### config.mk
export PLATFORM = sky130hd
export DESIGN_NAME = cyrillic_latin_transliterator
export DESIGN_NICKNAME = d
export VERILOG_FILES = /design/src/hw/rtl/ukrlat_pkg.sv /design/src/hw/rtl/ukrlat_map.sv /design/src/hw/rtl/ukrlat_out.sv /design/src/hw/rtl/cyrillic_latin_transliterator.sv
export SDC_FILE = /design/constraint.sdc
export NUM_CORES = 1
export LEC_CHECK = 0
export BUFFER_PORTS_ARGS = -buffer_cell sky130_fd_sc_hd__buf_2
export CORE_MARGIN = 10
export CORE_UTILIZATION = 45
export CTS_CLUSTER_SIZE = 30
export DETAILED_ROUTE_END_ITERATION = 16
export PLACE_DENSITY_LB_ADDON = 0.15
export RECOVER_POWER = 100
export SLEW_MARGIN = 30
export SYNTH_ARGS = -nofsm -noshare
export SYNTH_HDL_FRONTEND = slang
export SYNTH_HIERARCHICAL = 1
export SYNTH_SLANG_ARGS = --single-unit
### constraint.sdc
create_clock -name clk -period 14.4 [get_ports clk]
set_input_delay 2.88 -clock clk [delete_from_list [all_inputs] [get_ports clk]]
set_output_delay 2.88 -clock clk [all_outputs]
set_load 0.03 [all_outputs]
### src/hw/rtl/ukrlat_pkg.sv
package ukrlat_pkg;

	localparam int MaxPoints = 4;
	localparam logic [15:0] Caron = 16'h030C;

	typedef enum logic [2:0] {
		K_NONE,
		K_CONS,
		K_VOW,
		K_IOT,
		K_SOFT,
		K_APOS
	} kind_t;

	// m0 and m1 are the lower-case latin mapping, 0 where absent
	typedef struct packed {
		kind_t       kind;
		logic        upper;
		logic [15:0] m0;
		logic [15:0] m1;
	} letter_t;

	typedef struct packed {
		logic        valid;
		logic [15:0] letter;
	} ukrlat_held_t;

	typedef struct packed {
		logic [MaxPoints-1:0][15:0] codes;
		logic [2:0]                 cnt;
	} ukrlat_res_t;

	function automatic logic [15:0] to_upper(input logic [15:0] c);
		logic [15:0] r;
		r = c;
		if (c >= 16'h0061 && c <= 16'h007A) begin
			r = 16'(c - 16'h0020);
		end else if (c == 16'h015B) begin
			r = 16'h015A;
		end else if (c == 16'h0107) begin
			r = 16'h0106;
		end else if (c == 16'h0292) begin
			r = 16'h01B7;
		end
		return r;
	endfunction

	function automatic letter_t letter_info(input logic [15:0] u);
		letter_t     e;
		logic [15:0] l;
		l = u;
		e.upper = 1'b0;
		if (u >= 16'h0410 && u <= 16'h042F) begin
			l = 16'(u + 16'h0020);
			e.upper = 1'b1;
		end else if (u >= 16'h0400 && u <= 16'h040F) begin
			l = 16'(u + 16'h0050);
			e.upper = 1'b1;
		end else if (u == 16'h0490) begin
			l = 16'h0491;
			e.upper = 1'b1;
		end
		e.kind = K_CONS;
		e.m1 = 16'h0000;
		unique case (l)
			16'h0439: e.m0 = 16'h006A;
			16'h0446: e.m0 = 16'h0063;
			16'h043A: e.m0 = 16'h006B;
			16'h043D: e.m0 = 16'h006E;
			16'h0433: e.m0 = 16'h0068;
			16'h0448: e.m0 = 16'h015B;
			16'h0449: begin
				e.m0 = 16'h015B;
				e.m1 = 16'h0107;
			end
			16'h0437: e.m0 = 16'h007A;
			16'h0445: e.m0 = 16'h0078;
			16'h0444: e.m0 = 16'h0066;
			16'h0432: e.m0 = 16'h0076;
			16'h043F: e.m0 = 16'h0070;
			16'h0440: e.m0 = 16'h0072;
			16'h043B: e.m0 = 16'h006C;
			16'h0434: e.m0 = 16'h0064;
			16'h0436: e.m0 = 16'h0292;
			16'h0447: e.m0 = 16'h0107;
			16'h0441: e.m0 = 16'h0073;
			16'h043C: e.m0 = 16'h006D;
			16'h0442: e.m0 = 16'h0074;
			16'h0431: e.m0 = 16'h0062;
			16'h0491: e.m0 = 16'h0067;
			16'h044C: begin
				e.kind = K_SOFT;
				e.m0 = 16'h0000;
			end
			16'h0443: begin
				e.kind = K_VOW;
				e.m0 = 16'h0075;
			end
			16'h0435: begin
				e.kind = K_VOW;
				e.m0 = 16'h0065;
			end
			16'h0456: begin
				e.kind = K_VOW;
				e.m0 = 16'h0069;
			end
			16'h0430: begin
				e.kind = K_VOW;
				e.m0 = 16'h0061;
			end
			16'h043E: begin
				e.kind = K_VOW;
				e.m0 = 16'h006F;
			end
			16'h0438: begin
				e.kind = K_VOW;
				e.m0 = 16'h0079;
			end
			16'h0457: begin
				e.kind = K_IOT;
				e.m0 = 16'h006A;
				e.m1 = 16'h0069;
			end
			16'h0454: begin
				e.kind = K_IOT;
				e.m0 = 16'h006A;
				e.m1 = 16'h0065;
			end
			16'h044F: begin
				e.kind = K_IOT;
				e.m0 = 16'h006A;
				e.m1 = 16'h0061;
			end
			16'h044E: begin
				e.kind = K_IOT;
				e.m0 = 16'h006A;
				e.m1 = 16'h0075;
			end
			16'h0027: begin
				e.kind = K_APOS;
				e.m0 = 16'h0000;
			end
			default: begin
				e.kind = K_NONE;
				e.m0 = 16'h0000;
			end
		endcase
		return e;
	endfunction

endpackage

### src/hw/rtl/ukrlat_map.sv
module ukrlat_map
	import ukrlat_pkg::*;
(
	input  logic [15:0]  code_unit,
	input  logic         end_of_text,
	input  ukrlat_held_t held,
	output ukrlat_held_t held_nx,
	output ukrlat_res_t  res
);

	letter_t     ui;
	letter_t     hi;
	logic        is_letter;
	logic        pair;
	logic        hold_new;
	logic        emit_new;
	logic [2:0]  n;

	always_comb begin
		ui = letter_info(code_unit);
		hi = letter_info(held.letter);
		is_letter = (ui.kind != K_NONE);
		pair = held.valid && is_letter && (ui.kind == K_APOS || ui.kind == K_SOFT ||
			(ui.kind == K_IOT && (hi.kind == K_CONS || hi.kind == K_SOFT)));
		hold_new = is_letter && !pair;
		emit_new = hold_new && end_of_text;

		held_nx.valid = hold_new && !end_of_text;
		held_nx.letter = hold_new ? code_unit : held.letter;

		// append points in output order, never more than four
		res.codes = '0;
		n = 3'd0;
		if (held.valid && hi.m0 != 16'h0000) begin
			res.codes[n[1:0]] = hi.upper ? to_upper(hi.m0) : hi.m0;
			n = n + 3'd1;
		end
		if (held.valid && hi.m1 != 16'h0000) begin
			res.codes[n[1:0]] = hi.m1;
			n = n + 3'd1;
		end
		if (pair && ui.kind != K_APOS) begin
			res.codes[n[1:0]] = Caron;
			n = n + 3'd1;
		end
		if (pair && ui.kind == K_IOT) begin
			res.codes[n[1:0]] = ui.upper ? to_upper(ui.m1) : ui.m1;
			n = n + 3'd1;
		end
		if (emit_new && ui.m0 != 16'h0000) begin
			res.codes[n[1:0]] = ui.upper ? to_upper(ui.m0) : ui.m0;
			n = n + 3'd1;
		end
		if (emit_new && ui.m1 != 16'h0000) begin
			res.codes[n[1:0]] = ui.m1;
			n = n + 3'd1;
		end
		if (!is_letter) begin
			res.codes[n[1:0]] = code_unit;
			n = n + 3'd1;
		end
		res.cnt = n;
	end

endmodule

### src/hw/rtl/ukrlat_out.sv
module ukrlat_out
	import ukrlat_pkg::*;
(
	input  logic        clk,
	input  logic        arst_n,
	input  logic        load,
	input  ukrlat_res_t res,
	output logic        free,
	output logic        point_valid,
	input  logic        point_stall,
	output logic [15:0] code_point,
	output logic        last
);

	logic [MaxPoints-1:0][15:0] codes_s2;
	logic [2:0]                 cnt_s2;
	logic                       valid_s2;
	logic [1:0]                 idx_q;

	assign point_valid = valid_s2;
	assign code_point = codes_s2[idx_q];
	assign last = (3'({1'b0, idx_q}) + 3'd1 == cnt_s2);
	// slot frees when empty or its final beat leaves this cycle
	assign free = !valid_s2 || (!point_stall && last);

	always_ff @(posedge clk or negedge arst_n) begin
		if (!arst_n) begin
			valid_s2 <= 1'b0;
			idx_q <= 2'd0;
		end else if (load) begin
			valid_s2 <= 1'b1;
			idx_q <= 2'd0;
		end else if (valid_s2 && !point_stall) begin
			if (last) begin
				valid_s2 <= 1'b0;
			end else begin
				idx_q <= idx_q + 2'd1;
			end
		end
	end

	always_ff @(posedge clk) begin
		if (load) begin
			codes_s2 <= res.codes;
			cnt_s2 <= res.cnt;
		end
	end

endmodule

### src/hw/rtl/cyrillic_latin_transliterator.sv
// channel   | beat fields                 | handshake
// ----------+-----------------------------+-------------------------
// unit in   | code_unit, end_of_text      | unit_valid / unit_stall
// point out | code_point, last            | point_valid / point_stall
//
// a unit enters an input register, is mapped combinationally and lands in the result register
// the result register sends an item's points, 1 to 4, one point per cycle while point_stall is low
// units that give no point leave the input register without waiting on the result side
// reset clears the held letter and all valid flags; no clearing pass
// point_stall holds the result register; unit_stall rises only when the input register is full
module cyrillic_latin_transliterator
	import ukrlat_pkg::*;
(
	input  logic        clk,
	input  logic        arst_n,
	input  logic        unit_valid,
	output logic        unit_stall,
	input  logic [15:0] code_unit,
	input  logic        end_of_text,
	output logic        point_valid,
	input  logic        point_stall,
	output logic [15:0] code_point,
	output logic        last
);

	logic         valid_s1;
	logic [15:0]  code_unit_s1;
	logic         eot_s1;
	ukrlat_held_t held_q;
	ukrlat_held_t held_nx;
	ukrlat_res_t  res;
	logic         free;
	logic         adv;
	logic         load;

	ukrlat_map u_map (
		.code_unit   (code_unit_s1),
		.end_of_text (eot_s1),
		.held        (held_q),
		.held_nx     (held_nx),
		.res         (res)
	);

	assign adv = valid_s1 && (res.cnt == 3'd0 || free);
	assign load = adv && (res.cnt != 3'd0);
	assign unit_stall = valid_s1 && !adv;

	ukrlat_out u_out (
		.clk         (clk),
		.arst_n      (arst_n),
		.load        (load),
		.res         (res),
		.free        (free),
		.point_valid (point_valid),
		.point_stall (point_stall),
		.code_point  (code_point),
		.last        (last)
	);

	always_ff @(posedge clk or negedge arst_n) begin
		if (!arst_n) begin
			valid_s1 <= 1'b0;
			held_q <= '0;
		end else begin
			if (unit_valid && !unit_stall) begin
				valid_s1 <= 1'b1;
			end else if (adv) begin
				valid_s1 <= 1'b0;
			end
			if (adv) begin
				held_q <= held_nx;
			end
		end
	end

	always_ff @(posedge clk) begin
		if (unit_valid && !unit_stall) begin
			code_unit_s1 <= code_unit;
			eot_s1 <= end_of_text;
		end
	end

`ifndef SYNTHESIS
	a_load_free: assert property (@(posedge clk) disable iff (!arst_n)
		load |-> free)
		else $error("result register loaded while occupied");
	a_load_shows: assert property (@(posedge clk) disable iff (!arst_n)
		load |=> point_valid && code_point == $past(res.codes[0]))
		else $error("loaded result not presented");
	a_eot_flush: assert property (@(posedge clk) disable iff (!arst_n)
		adv && eot_s1 |=> !held_q.valid)
		else $error("held letter survives end of text");
	a_stall_full: assert property (@(posedge clk) disable iff (!arst_n)
		unit_stall |-> valid_s1 && res.cnt != 3'd0 && point_valid)
		else $error("input stalled without cause");
`endif

endmodule

==> qor.json, run 1 <==
{
  "outcome": {"value": "complete, but fails checks"},
  "failed_checks": {"value": "capacitance limit, slew limit"},
  "layout_common_cells": {"value": "sky130_fd_sc_hd__nand2_1, sky130_fd_sc_hd__nor2_1, sky130_fd_sc_hd__o21ai_0, sky130_fd_sc_hd__edfxtp_1, sky130_fd_sc_hd__a21oi_1"},
  "pin_count": {"value": 40},
  "ctsResizeCount": {"value": 0},
  "synth_seq_area_share": {"value": 29.2, "unit": "%"},
  "clock_transition_at_the_registers_of_the_reported_paths": {"value": 0.10, "unit": "ns"},
  "sort_of_element_at_the_end_of_the_critical_path": {"value": "primary output"},
  "grt_max_degree": {"value": 70},
  "flow.area_growth_from_synthesis": {"value": 6.69, "unit": "%"},
  "cts_buffers": {"value": 9},
  "synth_top_cell_area_share": {"value": 24.2, "unit": "%"},
  "post_cts.repair.setup_buffers": {"value": 0},
  "design.final.nets": {"value": 1273},
  "grt_antenna_before_repair": {"value": 0},
  "max_slew_headroom": {"value": -140, "unit": "%"},
  "first_global_vias": {"value": 9766},
  "placeableCoreArea": {"value": 22700, "unit": "µm²"},
  "post_synthesis_instance_area": {"value": 10400, "unit": "µm²"},
  "grt_pass1_wl": {"value": 60800, "unit": "µm"},
  "slew_at_the_pin_closest_to_its_max_slew_limit": {"value": 3.56, "unit": "ns"},
  "worst_path_largest_cell_delay": {"value": 0.72, "unit": "ns"},
  "critical_path_required_time": {"value": 11.52, "unit": "ns"},
  "worst_path_fanout_max": {"value": 10},
  "clock-sinks": {"value": 105},
  "area_of_the_die": {"value": 29700, "unit": "µm²"},
  "design_power_total": {"value": 1.81, "unit": "mW"},
  "rows": {"value": 55},
  "synth.avg_cell_area": {"value": 8.57, "unit": "µm²"},
  "timing.setup.critical_path_class": {"value": "flip-flop to primary output"},
  "hold_violations": {"value": 0},
  "detail_route.iter0.violations": {"value": 1594},
  "arrival": {"value": 9.09, "unit": "ns"},
  "wl": {"value": 40100, "unit": "µm"},
  "clock_tree.buffer_depth": {"value": 2},
  "total_grt_usage": {"value": 26.6, "unit": "%"},
  "number_of_distinct_library_cells_after_synthesis": {"value": 109},
  "setup_repair_after_global_routing_missed_its_margin": {"value": "no"},
  "cts-root-buf": {"value": "sky130_fd_sc_hd__clkbuf_16"},
  "wire_per_inst": {"value": 26.7, "unit": "µm"},
  "number_of_warnings_issued_by_yosys": {"value": 6},
  "synth_async_sr_flop_share": {"value": 20.0, "unit": "%"},
  "clkLatencyLatePin": {"value": 0.38, "unit": "ns"},
  "power_density": {"value": 162, "unit": "nW/µm²"},
  "globalplace.congestion": {"value": 1.02},
  "period_minus_slack": {"value": 11.97, "unit": "ns"},
  "number_of_buffers_added_to_fix_hold_violations_after_cts": {"value": 0},
  "tns": {"value": 0, "unit": "ns"},
  "detailedPlacementHpwl": {"value": 30100, "unit": "µm"},
  "fin_max_slew_vios": {"value": 40},
  "syn_nets": {"value": 1278},
  "avgViaCountPerCell": {"value": 7.08},
  "postRouteAntennaNets": {"value": 0},
  "post_synth_inst_count": {"value": 1217},
  "setup_viol_count_final": {"value": 0},
  "reg2reg_setup_slack": {"value": 2.54, "unit": "ns"},
  "worst_hold_path_type": {"value": "flip-flop to flip-flop"},
  "final_cell_count_no_fill": {"value": 1502},
  "ys_ff_latch": {"value": 105},
  "tritoncts": {"value": "built"},
  "max_clock_freq": {"value": 83.5, "unit": "MHz"},
  "synth_flop_cell": {"value": "sky130_fd_sc_hd__edfxtp_1"},
  "maxCapViolCount": {"value": 2},
  "clock_skew": {"value": 0.0223, "unit": "ns"},
  "drt_drc_violations_left": {"value": 0},
  "vias": {"value": 10600},
  "netlist.top_cell.by_area": {"value": "sky130_fd_sc_hd__edfxtp_1"},
  "placement.io_buffers": {"value": 39},
  "timing.critical_path.mode_cell": {"value": "sky130_fd_sc_hd__ha_1"},
  "most_common_library_cell_in_the_layout_ignoring_fill_and_taps": {"value": "sky130_fd_sc_hd__nand2_1"},
  "die_width": {"value": 172, "unit": "µm"},
  "floorplan.initialDensity": {"value": 45.9, "unit": "%"},
  "vdd_ir_drop_max": {"value": 0.0961, "unit": "mV"},
  "final_layout_size_suffix_gt1_share": {"value": 12.5, "unit": "%"},
  "number_of_antenna_cells_inserted": {"value": 0},
  "drt_pass1_iterations": {"value": 7},
  "timing.critical_path.slowest_stage_cell": {"value": "sky130_fd_sc_hd__o32ai_1"},
  "final.setup.worst_slack": {"value": 2.43, "unit": "ns"},
  "cellLeakagePower": {"value": 3.97, "unit": "nW"},
  "timing.final.crit_share": {"value": 83.1, "unit": "%"},
  "edff_count_synth": {"value": 84},
  "gr-total-overflow": {"value": 0},
  "placed_cells_incl_taps": {"value": 1486},
  "place_worst_setup_slack": {"value": 3.48, "unit": "ns"},
  "worstSetupStartpointType": {"value": "flip-flop"},
  "dieHeight": {"value": 172, "unit": "µm"},
  "htree_num_levels": {"value": 3},
  "netlist_top_cells_area": {"value": "sky130_fd_sc_hd__edfxtp_1, sky130_fd_sc_hd__nand2_1, sky130_fd_sc_hd__dfrtp_1"}
}
[worst max-delay path, delay by kind of cell (launching register included)]
kind	cells	cell delay (ns)
AO/OA/AOI/OAI	11	3.65
flip-flops	1	0.63
buffers and inverters	2	0.48
adder cells (fa/ha/maj)	5	1.40
AND/OR/NAND/NOR	10	2.56
[power breakdown]
part           switching (mW)  internal (mW)  total [mW]
clock network           0.141          0.126       0.267
logic                   0.671          0.319       0.989
registers              0.0820          0.469       0.551
[Yosys cell counts, types with 26 or more instances]
cell type and number:
sky130_fd_sc_hd__o21ai_0 78, sky130_fd_sc_hd__inv_1 29, sky130_fd_sc_hd__ha_1 40, sky130_fd_sc_hd__nand4_1 37, sky130_fd_sc_hd__a21oi_1 57, sky130_fd_sc_hd__nor3_1 35
sky130_fd_sc_hd__edfxtp_1 84, sky130_fd_sc_hd__nor2_1 91, sky130_fd_sc_hd__nand2_1 145, sky130_fd_sc_hd__nor2b_1 26, sky130_fd_sc_hd__nor4_1 28, sky130_fd_sc_hd__nand3_1 55
sky130_fd_sc_hd__clkbuf_1 55
[worst paths after layout]
check | from | endpoint | cells after the start
max reg2reg | code_unit_s1[5] | u_out/idx_q[0] | 32
max | code_unit_s1[5] | unit_stall | 28
min | held_q[8] | held_q[8] | 1
min reg2reg | held_q[8] | held_q[8] | 1
min in group asynchronous | arst_n | valid_s1 | 1
max in group asynchronous | arst_n | held_q[10] | 1
[stage by stage]
stage	instance area (µm²)	util, %	hold WS, ns
CTS	11200	49.2	0.591
global placement	10800	47.8	0.554
finish	11100	49.0	0.587
detailed placement	10900	47.8	0.573
floorplan	10400	-	0.474
global route	11100	49.0	0.603
[flip-flops by register name (all words and copies together) (netlist names)]
| name | flops |
|---|---|
| u_out/codes_s2 | 64 |
| held_q | 17 |
| code_unit_s1 | 16 |
| u_out/cnt_s2 | 3 |
| u_out/idx_q | 2 |
| eot_s1 | 1 |
| u_out/point_valid | 1 |
| valid_s1 | 1 |
[layout make-up]
class                           count  area, µm²
Sequential cell                   105       3050
Tap cell                          285        357
Timing Repair Buffer               64        343
Fill cell                        2188      11600
Clock buffer                        9        225
Multi-Input combinational cell    999       6940
Inverter                           33        124
Clock inverter                      7       91.3
[layer usage]
metal / track usage (%) / routed length (µm)
met1: 36.9 / 17000
met2: 39.9 / 17300
met3: 5.08 / 4050
met4: 10.5 / 1700
met5: 0 / 0
[logic make-up after synthesis]
family	Yosys count	synth area share [%]
simple gates	550	28.9
fa+ha+maj	40	4.80
xor+xnor	11	1.07
flops	105	29.2
mux	51	7.64
buf+inv	113	4.50
compound gates	347	23.9
No activity file was read; power rests on OpenSTA's default activity.
==> run 2, diff against run 1 <==
==> constraint.sdc (replaced) <==
create_clock -name clk -period 11.4 [get_ports clk]
set_input_delay 2.28 -clock clk [delete_from_list [all_inputs] [get_ports clk]]
set_output_delay 2.28 -clock clk [all_outputs]
set_load 0.03 [all_outputs]
==> run 2 against run 1 <==
  * The flow still finishes with violations (capacitance limit, slew limit)
  * Core utilization is 0.072 points lower
  * Global-route usage is 0.65 points higher
  * Combinational power is 22% higher
  * Clock power is 23% higher
  * Non-clock buffer count is 2 higher
==> qor.json, run 2 (synthesized netlist as in run 1, its figures left out) <==
{
  "m1WireLength": {"value": 17300, "unit": "µm", "change": "+1.5%"},
  "vias": {"value": 10600, "change": "-0.57%"},
  "timing.final.crit_share": {"value": 95.1, "unit": "%"},
  "clkLatencyLatePin": {"value": 0.37, "unit": "ns", "change": "about the same"},
  "placed_cells_incl_taps": {"value": 1488, "change": "+0.13%"},
  "registers_with_the_most_flip_flops": {"value": "u_out/codes_s2: 64 flops, held_q: 17 flops, code_unit_s1: 16 flops"},
  "detailedPlacementHpwl": {"value": 31100, "unit": "µm", "change": "+3.3%"},
  "slew_at_the_pin_closest_to_its_max_slew_limit": {"value": 1.83, "unit": "ns", "change": "-1.74 ns"},
  "met3RoutedLength": {"value": 3990, "unit": "µm", "change": "-1.5%"},
  "placeableCoreArea": {"value": 22700, "unit": "µm²", "change": "unchanged"},
  "cts-root-buf": {"value": "sky130_fd_sc_hd__clkbuf_16"},
  "final_layout_size_suffix_gt1_share": {"value": 12.5, "unit": "%", "change": "-0.020 points"},
  "drt_drc_violations_left": {"value": 0, "change": "unchanged"},
  "max_clock_freq": {"value": 92.2, "unit": "MHz"},
  "number_of_buffers_added_to_fix_hold_violations_after_cts": {"value": 0, "change": "unchanged"},
  "final_cell_count_no_fill": {"value": 1505, "change": "+0.20%"},
  "worst_hold_path.endpoint": {"value": "held_q[8]"},
  "registers.top_by_ff_count": {"value": "u_out/codes_s2"},
  "setup_viol_count_final": {"value": 0, "change": "unchanged"},
  "globalplace.congestion": {"value": 0.998, "change": "-2.1%"},
  "reg2reg_setup_slack": {"value": 0.79, "unit": "ns", "change": "-1.75 ns"},
  "cellLeakagePower": {"value": 3.97, "unit": "nW", "change": "about the same"},
  "worst_r2r_path_depth": {"value": 28, "change": "-13%"},
  "max_slew_headroom": {"value": -22.5, "unit": "%", "change": "+120 points"},
  "rows": {"value": 55, "change": "unchanged"},
  "sort_of_element_at_the_end_of_the_critical_path": {"value": "primary output"},
  "tritoncts": {"value": "built"},
  "maxCapViolCount": {"value": 2, "change": "unchanged"},
  "cts_buffers": {"value": 9, "change": "unchanged"},
  "arrival": {"value": 8.57, "unit": "ns", "change": "-0.52 ns"},
  "power_density": {"value": 205, "unit": "nW/µm²", "change": "+26%"},
  "grt_max_degree": {"value": 66, "change": "-5.7%"},
  "grt_pass1_wl": {"value": 61600, "unit": "µm", "change": "+1.4%"},
  "largest_reg_flops": {"value": 64, "change": "unchanged"},
  "flow.area_growth_from_synthesis": {"value": 6.54, "unit": "%"},
  "post-route-util": {"value": 48.9, "unit": "%", "change": "-0.072 points"},
  "avgViaCountPerCell": {"value": 7.02, "change": "-0.77%"},
  "hold_violations": {"value": 0, "change": "unchanged"},
  "hp-start": {"value": "held_q[8]"},
  "setup_repair_after_global_routing_missed_its_margin": {"value": "no"},
  "period_minus_slack": {"value": 10.85, "unit": "ns"},
  "placement.io_buffers": {"value": 39, "change": "unchanged"},
  "layout_common_cells": {"value": "sky130_fd_sc_hd__nand2_1, sky130_fd_sc_hd__nor2_1, sky130_fd_sc_hd__edfxtp_1, sky130_fd_sc_hd__o21ai_0, sky130_fd_sc_hd__a21oi_1"},
  "hold_slack": {"value": 0.585, "unit": "ns", "change": "-0.00109 ns"},
  "topRoutingLayerUsed": {"value": "met4"},
  "clock_transition_at_the_registers_of_the_reported_paths": {"value": 0.09, "unit": "ns", "change": "about the same"},
  "clock_skew": {"value": 0.0163, "unit": "ns", "change": "-0.00599 ns"},
  "count_of_cells_along_the_worst_hold_path": {"value": 1, "change": "unchanged"},
  "crit-reg2reg-capture": {"value": "u_out/codes_s2[50]"},
  "critical_path_required_time": {"value": 9.12, "unit": "ns", "change": "-2.40 ns"},
  "final.setup.worst_slack": {"value": 0.555, "unit": "ns", "change": "-1.87 ns"},
  "timing.setup.critical_path_class": {"value": "flip-flop to primary output"},
  "worst_path_fanout_max": {"value": 14, "change": "+4"},
  "outcome": {"value": "complete, but fails checks"},
  "postRouteAntennaNets": {"value": 0, "change": "unchanged"},
  "pin_count": {"value": 40, "change": "unchanged"},
  "worst_hold_path_type": {"value": "flip-flop to flip-flop"},
  "routed-wl-met2": {"value": 17700, "unit": "µm", "change": "+2.1%"},
  "failed_checks": {"value": "capacitance limit, slew limit"},
  "floorplan.initialDensity": {"value": 45.9, "unit": "%", "change": "unchanged"},
  "detail_route.iter0.violations": {"value": 1464, "change": "-8.2%"},
  "tns": {"value": 0, "unit": "ns", "change": "unchanged"},
  "gr-total-overflow": {"value": 0, "change": "unchanged"},
  "worstSetupStartpointType": {"value": "flip-flop"},
  "design.final.nets": {"value": 1275, "change": "+0.16%"},
  "most_common_library_cell_in_the_layout_ignoring_fill_and_taps": {"value": "sky130_fd_sc_hd__nand2_1"},
  "clock-sinks": {"value": 105, "change": "unchanged"},
  "fin_max_slew_vios": {"value": 40, "change": "unchanged"},
  "grt_antenna_before_repair": {"value": 1, "change": "+1"},
  "total_grt_usage": {"value": 27.3, "unit": "%", "change": "+0.65 points"},
  "first_global_vias": {"value": 9824, "change": "+0.59%"},
  "drt_pass1_iterations": {"value": 7, "change": "unchanged"},
  "wl": {"value": 40700, "unit": "µm", "change": "+1.4%"},
  "place_worst_setup_slack": {"value": 1.10, "unit": "ns", "change": "-2.37 ns"},
  "vdd_ir_drop_max": {"value": 0.158, "unit": "mV", "change": "+64%"},
  "die_width": {"value": 172, "unit": "µm", "change": "unchanged"},
  "clock_tree.buffer_depth": {"value": 2, "change": "unchanged"},
  "wire_per_inst": {"value": 27.0, "unit": "µm", "change": "+1.2%"},
  "regToRegStartpoint": {"value": "held_q[6]"},
  "area_of_the_die": {"value": 29700, "unit": "µm²", "change": "unchanged"},
  "dieHeight": {"value": 172, "unit": "µm", "change": "unchanged"},
  "htree_num_levels": {"value": 3, "change": "unchanged"}
}
[run 2: cell count changes in the layout (fill, tap and decap cells not counted), moves of 4 or more]
cell / change
sky130_fd_sc_hd__mux2_4: -7
sky130_fd_sc_hd__mux2_2: +6
sky130_fd_sc_hd__and2_0: -4
sky130_fd_sc_hd__and2_1: +4
[run 2: metrics by stage]
stage	area, µm²	total power [mW]
after global routing	11100	2.41
after floorplan	10400	1.62
after CTS	11200	2.30
after detailed placement	10900	1.96
after global placement	10900	1.96
final	11100	2.27
[run 2: timing repair]
action | CTS | global route
setup endpoints to repair | 0 | 1
buffers inserted | 0 | 0
gates resized for setup | 0 | 2
[run 2: metal layers]
layer,vias to the layer above,GRT usage [%]
met2,691,40.5
met4,0,12.1
met3,114,5.34
met1,5028,37.6
li1,4733,-
met5,-,0
[run 2: report_power, final]
group,internal [mW],leakage [nW],switching (mW),total [mW]
Clock,0.160,0.153,0.169,0.329
Sequential,0.593,1.08,0.144,0.737
Combinational,0.392,2.74,0.816,1.21
Total,1.14,3.97,1.13,2.27
[run 2: worst max path at each step]
stage	start	to	slack, ns	depth (start not counted)
CTS	held_q[6]	unit_stall	0.68	27
global route	held_q[6]	unit_stall	0.09	27
global placement	held_q[1]	unit_stall	1.13	27
detailed placement	held_q[1]	unit_stall	1.10	27
finish	held_q[6]	unit_stall	0.55	27
floorplan	held_q[5]	u_out/idx_q[1]	0.59	35
[run 2: cell type report]
cell class,instances,area (µm²)
fill,2251,11600
multi-input combinational,999,6920
sequential,105,3050
tap,285,357
timing repair buffer,66,354
clock buffer,9,225
inverter,33,124
clock inverter,7,88.8
antenna,1,2.50
[run 2: worst max-delay path, cell delays in order (launching register included)]
cell and delay, ns:
sky130_fd_sc_hd__dfrtp_1 0.50, sky130_fd_sc_hd__nor4_1 0.73, sky130_fd_sc_hd__nand4b_1 0.41, sky130_fd_sc_hd__o211ai_1 0.26
sky130_fd_sc_hd__nand3_1 0.50, sky130_fd_sc_hd__nand4_1 0.60, sky130_fd_sc_hd__mux2i_1 0.14, sky130_fd_sc_hd__a22o_1 0.25
sky130_fd_sc_hd__or4b_1 0.53, sky130_fd_sc_hd__o21a_1 0.29, sky130_fd_sc_hd__ha_1 0.46, sky130_fd_sc_hd__xnor2_1 0.33
sky130_fd_sc_hd__ha_1 0.29, sky130_fd_sc_hd__nor2_1 0.11, sky130_fd_sc_hd__o21ai_1 0.09, sky130_fd_sc_hd__and2_1 0.20
sky130_fd_sc_hd__ha_1 0.30, sky130_fd_sc_hd__o211a_1 0.27, sky130_fd_sc_hd__ha_1 0.33, sky130_fd_sc_hd__a21o_1 0.14
sky130_fd_sc_hd__ha_1 0.16, sky130_fd_sc_hd__nand2_1 0.18, sky130_fd_sc_hd__o211ai_1 0.17, sky130_fd_sc_hd__o31ai_1 0.10
sky130_fd_sc_hd__nand3_1 0.19, sky130_fd_sc_hd__nor3_4 0.06, sky130_fd_sc_hd__nor3b_1 0.33, sky130_fd_sc_hd__buf_2 0.27
==> run 3, diff against run 2 <==
--- a/config.mk
+++ b/config.mk
@@ -6,7 +6,6 @@
 export NUM_CORES = 1
 export LEC_CHECK = 0
 export BUFFER_PORTS_ARGS = -buffer_cell sky130_fd_sc_hd__buf_2
-export CORE_MARGIN = 10
 export CORE_UTILIZATION = 45
 export CTS_CLUSTER_SIZE = 30
 export DETAILED_ROUTE_END_ITERATION = 16
==> run 3 against run 2 <==
  * The run still ends with capacitance limit, slew limit left
  * Final area about the same
  * Worst hold slack better by 0.0064 ns
  * Non-clock buffer count down 1
  * Via count up 0.75%
  * Register-to-register slack better by 0.03 ns
  * Clock skew up 0.0059 ns
  * Cell count down 0.13%
  * Count of clock-buffer cells in the layout unchanged
  * Critical endpoint unchanged
==> qor.json, run 3 (synthesized netlist as in run 1, its figures left out) <==
{
  "outcome": {"value": "complete, but fails checks"},
  "failed_checks": {"value": "capacitance limit, slew limit"},
  "clock_transition_at_the_registers_of_the_reported_paths": {"value": 0.09, "unit": "ns", "change": "about the same"},
  "wire_per_inst": {"value": 25.9, "unit": "µm", "change": "-4.2%"},
  "critical_path_required_time": {"value": 9.12, "unit": "ns", "change": "about the same"},
  "placement.io_buffers": {"value": 39, "change": "unchanged"},
  "gr-total-overflow": {"value": 0, "change": "unchanged"},
  "most_common_library_cell_in_the_layout_ignoring_fill_and_taps": {"value": "sky130_fd_sc_hd__nand2_1"},
  "number_of_buffers_added_to_fix_hold_violations_after_cts": {"value": 0, "change": "unchanged"},
  "pwr-share-clk": {"value": 15.0, "unit": "%", "change": "+0.5 points"},
  "worstSetupStartpointType": {"value": "flip-flop"},
  "period_minus_slack": {"value": 10.83, "unit": "ns", "change": "-0.0143 ns"},
  "maxCapViolCount": {"value": 1, "change": "-1"},
  "fillers": {"value": 2241, "change": "-0.44%"},
  "clock-sinks": {"value": 105, "change": "unchanged"},
  "placed_cells_incl_taps": {"value": 1487, "change": "-0.067%"},
  "clkLatencyLatePin": {"value": 0.37, "unit": "ns", "change": "about the same"},
  "p_comb_share": {"value": 52.3, "unit": "%", "change": "-0.8 points"},
  "timing.critical_path.mode_cell": {"value": "sky130_fd_sc_hd__ha_1"},
  "registers_with_the_most_flip_flops": {"value": "u_out/codes_s2: 64 flops, held_q: 17 flops, code_unit_s1: 16 flops"},
  "die_width": {"value": 154, "unit": "µm", "change": "-10%"},
  "placeableCoreArea": {"value": 22700, "unit": "µm²", "change": "unchanged"},
  "design.final.nets": {"value": 1274, "change": "-0.078%"},
  "dieHeight": {"value": 154, "unit": "µm", "change": "-10%"},
  "power.sequential.fraction": {"value": 32.7, "unit": "%", "change": "+0.3 points"},
  "timing.setup.critical_path_class": {"value": "flip-flop to primary output"},
  "cts-root-buf": {"value": "sky130_fd_sc_hd__clkbuf_16"},
  "fin_max_slew_vios": {"value": 19, "change": "-53%"},
  "area_of_the_die": {"value": 23800, "unit": "µm²", "change": "-20%"},
  "power_density": {"value": 204, "unit": "nW/µm²", "change": "-0.23%"},
  "critical_path_buf_inv_count": {"value": 1, "change": "unchanged"},
  "vias": {"value": 10600, "change": "+0.75%"},
  "drt_pass1_iterations": {"value": 8, "change": "+1"},
  "placed_cell_area": {"value": 10900, "unit": "µm²", "change": "-0.11%"},
  "reg2reg_setup_slack": {"value": 0.82, "unit": "ns", "change": "+0.03 ns"},
  "timing.critical_path.max_delay_family": {"value": "simple AND/OR/NAND/NOR gates"},
  "htree_num_levels": {"value": 3, "change": "unchanged"},
  "floorplan.initialDensity": {"value": 45.9, "unit": "%", "change": "unchanged"},
  "grt_pass1_wl": {"value": 59700, "unit": "µm", "change": "-3.1%"},
  "rows": {"value": 55, "change": "unchanged"},
  "worst_path_largest_cell_delay": {"value": 0.70, "unit": "ns", "change": "-0.03 ns"},
  "clock_tree.buffer_depth": {"value": 2, "change": "unchanged"},
  "p_int": {"value": 1.14, "unit": "mW", "change": "-0.27%"},
  "cts_buffers": {"value": 9, "change": "unchanged"},
  "number_of_antenna_cells_inserted": {"value": 0, "change": "-1"},
  "sort_of_element_at_the_end_of_the_critical_path": {"value": "primary output"},
  "fin_area": {"value": 11100, "unit": "µm²", "change": "about the same"},
  "worst_hold_path_type": {"value": "flip-flop to flip-flop"},
  "postRouteAntennaNets": {"value": 0, "change": "unchanged"},
  "timing.final.crit_share": {"value": 95.0, "unit": "%", "change": "-0.13 points"},
  "vdd_ir_drop_max": {"value": 0.135, "unit": "mV", "change": "-15%"},
  "tritoncts": {"value": "built"},
  "switching_share": {"value": 49.7, "unit": "%", "change": "about the same"},
  "power_switching": {"value": 1.13, "unit": "mW", "change": "-0.36%"},
  "tns": {"value": 0, "unit": "ns", "change": "unchanged"},
  "grt_antenna_before_repair": {"value": 0, "change": "-1"},
  "setup_viol_count_final": {"value": 0, "change": "unchanged"},
  "clock_skew": {"value": 0.0222, "unit": "ns", "change": "+0.00585 ns"},
  "final_cell_count_no_fill": {"value": 1503, "change": "-0.13%"},
  "wl": {"value": 38900, "unit": "µm", "change": "-4.4%"},
  "registers.top_by_ff_count": {"value": "u_out/codes_s2"},
  "worst_path_fanout_max": {"value": 29, "change": "+15"},
  "max_clock_freq": {"value": 92.3, "unit": "MHz", "change": "+0.13%"},
  "largest_reg_flops": {"value": 64, "change": "unchanged"},
  "pin_count": {"value": 40, "change": "unchanged"},
  "globalplace.congestion": {"value": 1.05, "change": "+5.3%"},
  "layout_common_cells": {"value": "sky130_fd_sc_hd__nand2_1, sky130_fd_sc_hd__nor2_1, sky130_fd_sc_hd__edfxtp_1, sky130_fd_sc_hd__o21ai_0, sky130_fd_sc_hd__a21oi_1"},
  "detail_route.iter0.violations": {"value": 1517, "change": "+3.6%"},
  "grt_max_degree": {"value": 61, "change": "-7.6%"},
  "detailedPlacementHpwl": {"value": 29200, "unit": "µm", "change": "-6.0%"},
  "cellLeakagePower": {"value": 3.96, "unit": "nW", "change": "-0.25%"},
  "hold_violations": {"value": 0, "change": "unchanged"},
  "avgViaCountPerCell": {"value": 7.08, "change": "+0.88%"},
  "drt_drc_violations_left": {"value": 0, "change": "unchanged"},
  "design_power_total": {"value": 2.27, "unit": "mW", "change": "-0.32%"},
  "final_layout_size_suffix_gt1_share": {"value": 12.6, "unit": "%", "change": "+0.092 points"},
  "timing.critical_path.slowest_stage_cell": {"value": "sky130_fd_sc_hd__dfrtp_1"},
  "total_grt_usage": {"value": 32.7, "unit": "%", "change": "+5.4 points"},
  "setup_repair_after_global_routing_missed_its_margin": {"value": "no"},
  "first_global_vias": {"value": 9774, "change": "-0.51%"},
  "flow.area_growth_from_synthesis": {"value": 6.44, "unit": "%", "change": "about the same"},
  "slew_at_the_pin_closest_to_its_max_slew_limit": {"value": 1.91, "unit": "ns", "change": "+0.0816 ns"},
  "arrival": {"value": 8.55, "unit": "ns", "change": "-0.02 ns"},
  "max_slew_headroom": {"value": -28.0, "unit": "%", "change": "-5.5 points"}
}
[run 3: cell types whose count changed in the layout (fill, tap and decap cells not counted), moves of 2 or more]
cell	before	now
sky130_fd_sc_hd__buf_2	19	17
sky130_fd_sc_hd__inv_6	1	3
sky130_fd_sc_hd__buf_4	21	24
sky130_fd_sc_hd__clkbuf_1	25	23
sky130_fd_sc_hd__inv_8	2	0
[run 3: path summary, 6_finish.rpt]
kind,depth (start not counted),from,end
max in group asynchronous,1,arst_n,held_q[16]
min reg2reg,1,held_q[9],held_q[9]
min,1,held_q[9],held_q[9]
max reg2reg,28,held_q[1],u_out/codes_s2[16]
max,27,held_q[1],unit_stall
min in group asynchronous,1,arst_n,u_out/idx_q[1]
[run 3: power by group through the flow]
stage	logic (mW)	registers, mW	clock network (mW)
after floorplan	0.963	0.658	0
after global placement	1.19	0.746	0
after detailed placement	1.19	0.750	0
after CTS	1.19	0.741	0.349
after global routing	1.28	0.763	0.363
final	1.19	0.741	0.339
[run 3: area by class of cell]
class,instances,area (µm²),area share (%)
Tap cell,285,357,3.21
Clock inverter,7,91.3,0.823
Multi-Input combinational cell,999,6900,62.2
Sequential cell,105,3050,27.4
Inverter,33,124,1.12
Timing Repair Buffer,65,357,3.21
Clock buffer,9,225,2.03
[run 3: per-stage QoR]
step | util (%) | setup WS, ns | hold WS (ns)
6_report | 48.9 | 0.569 | 0.592
5_1_grt | 48.9 | 0.114 | 0.618
4_1_cts | 49.2 | 0.607 | 0.593
3_5_place_dp | 47.8 | 1.04 | 0.566
3_3_place_gp | 47.8 | 1.20 | 0.565
2_1_floorplan | - | 0.585 | 0.474
[run 3: timing repair]
item | in CTS | in global routing
setup endpoints to repair | 0 | 1
setup buffers | 0 | 0
resized for setup | 0 | 2
[run 3: layer usage]
layer / global-route usage [%] / up-vias / part of all wire, %
li1: - / 4736 / -
met1: 44.8 / 5024 / 42
met2: 48.9 / 736 / 42
met3: 7.93 / 149 / 11
met4: 14.1 / 0 / 5.1
met5: 0 / - / 0
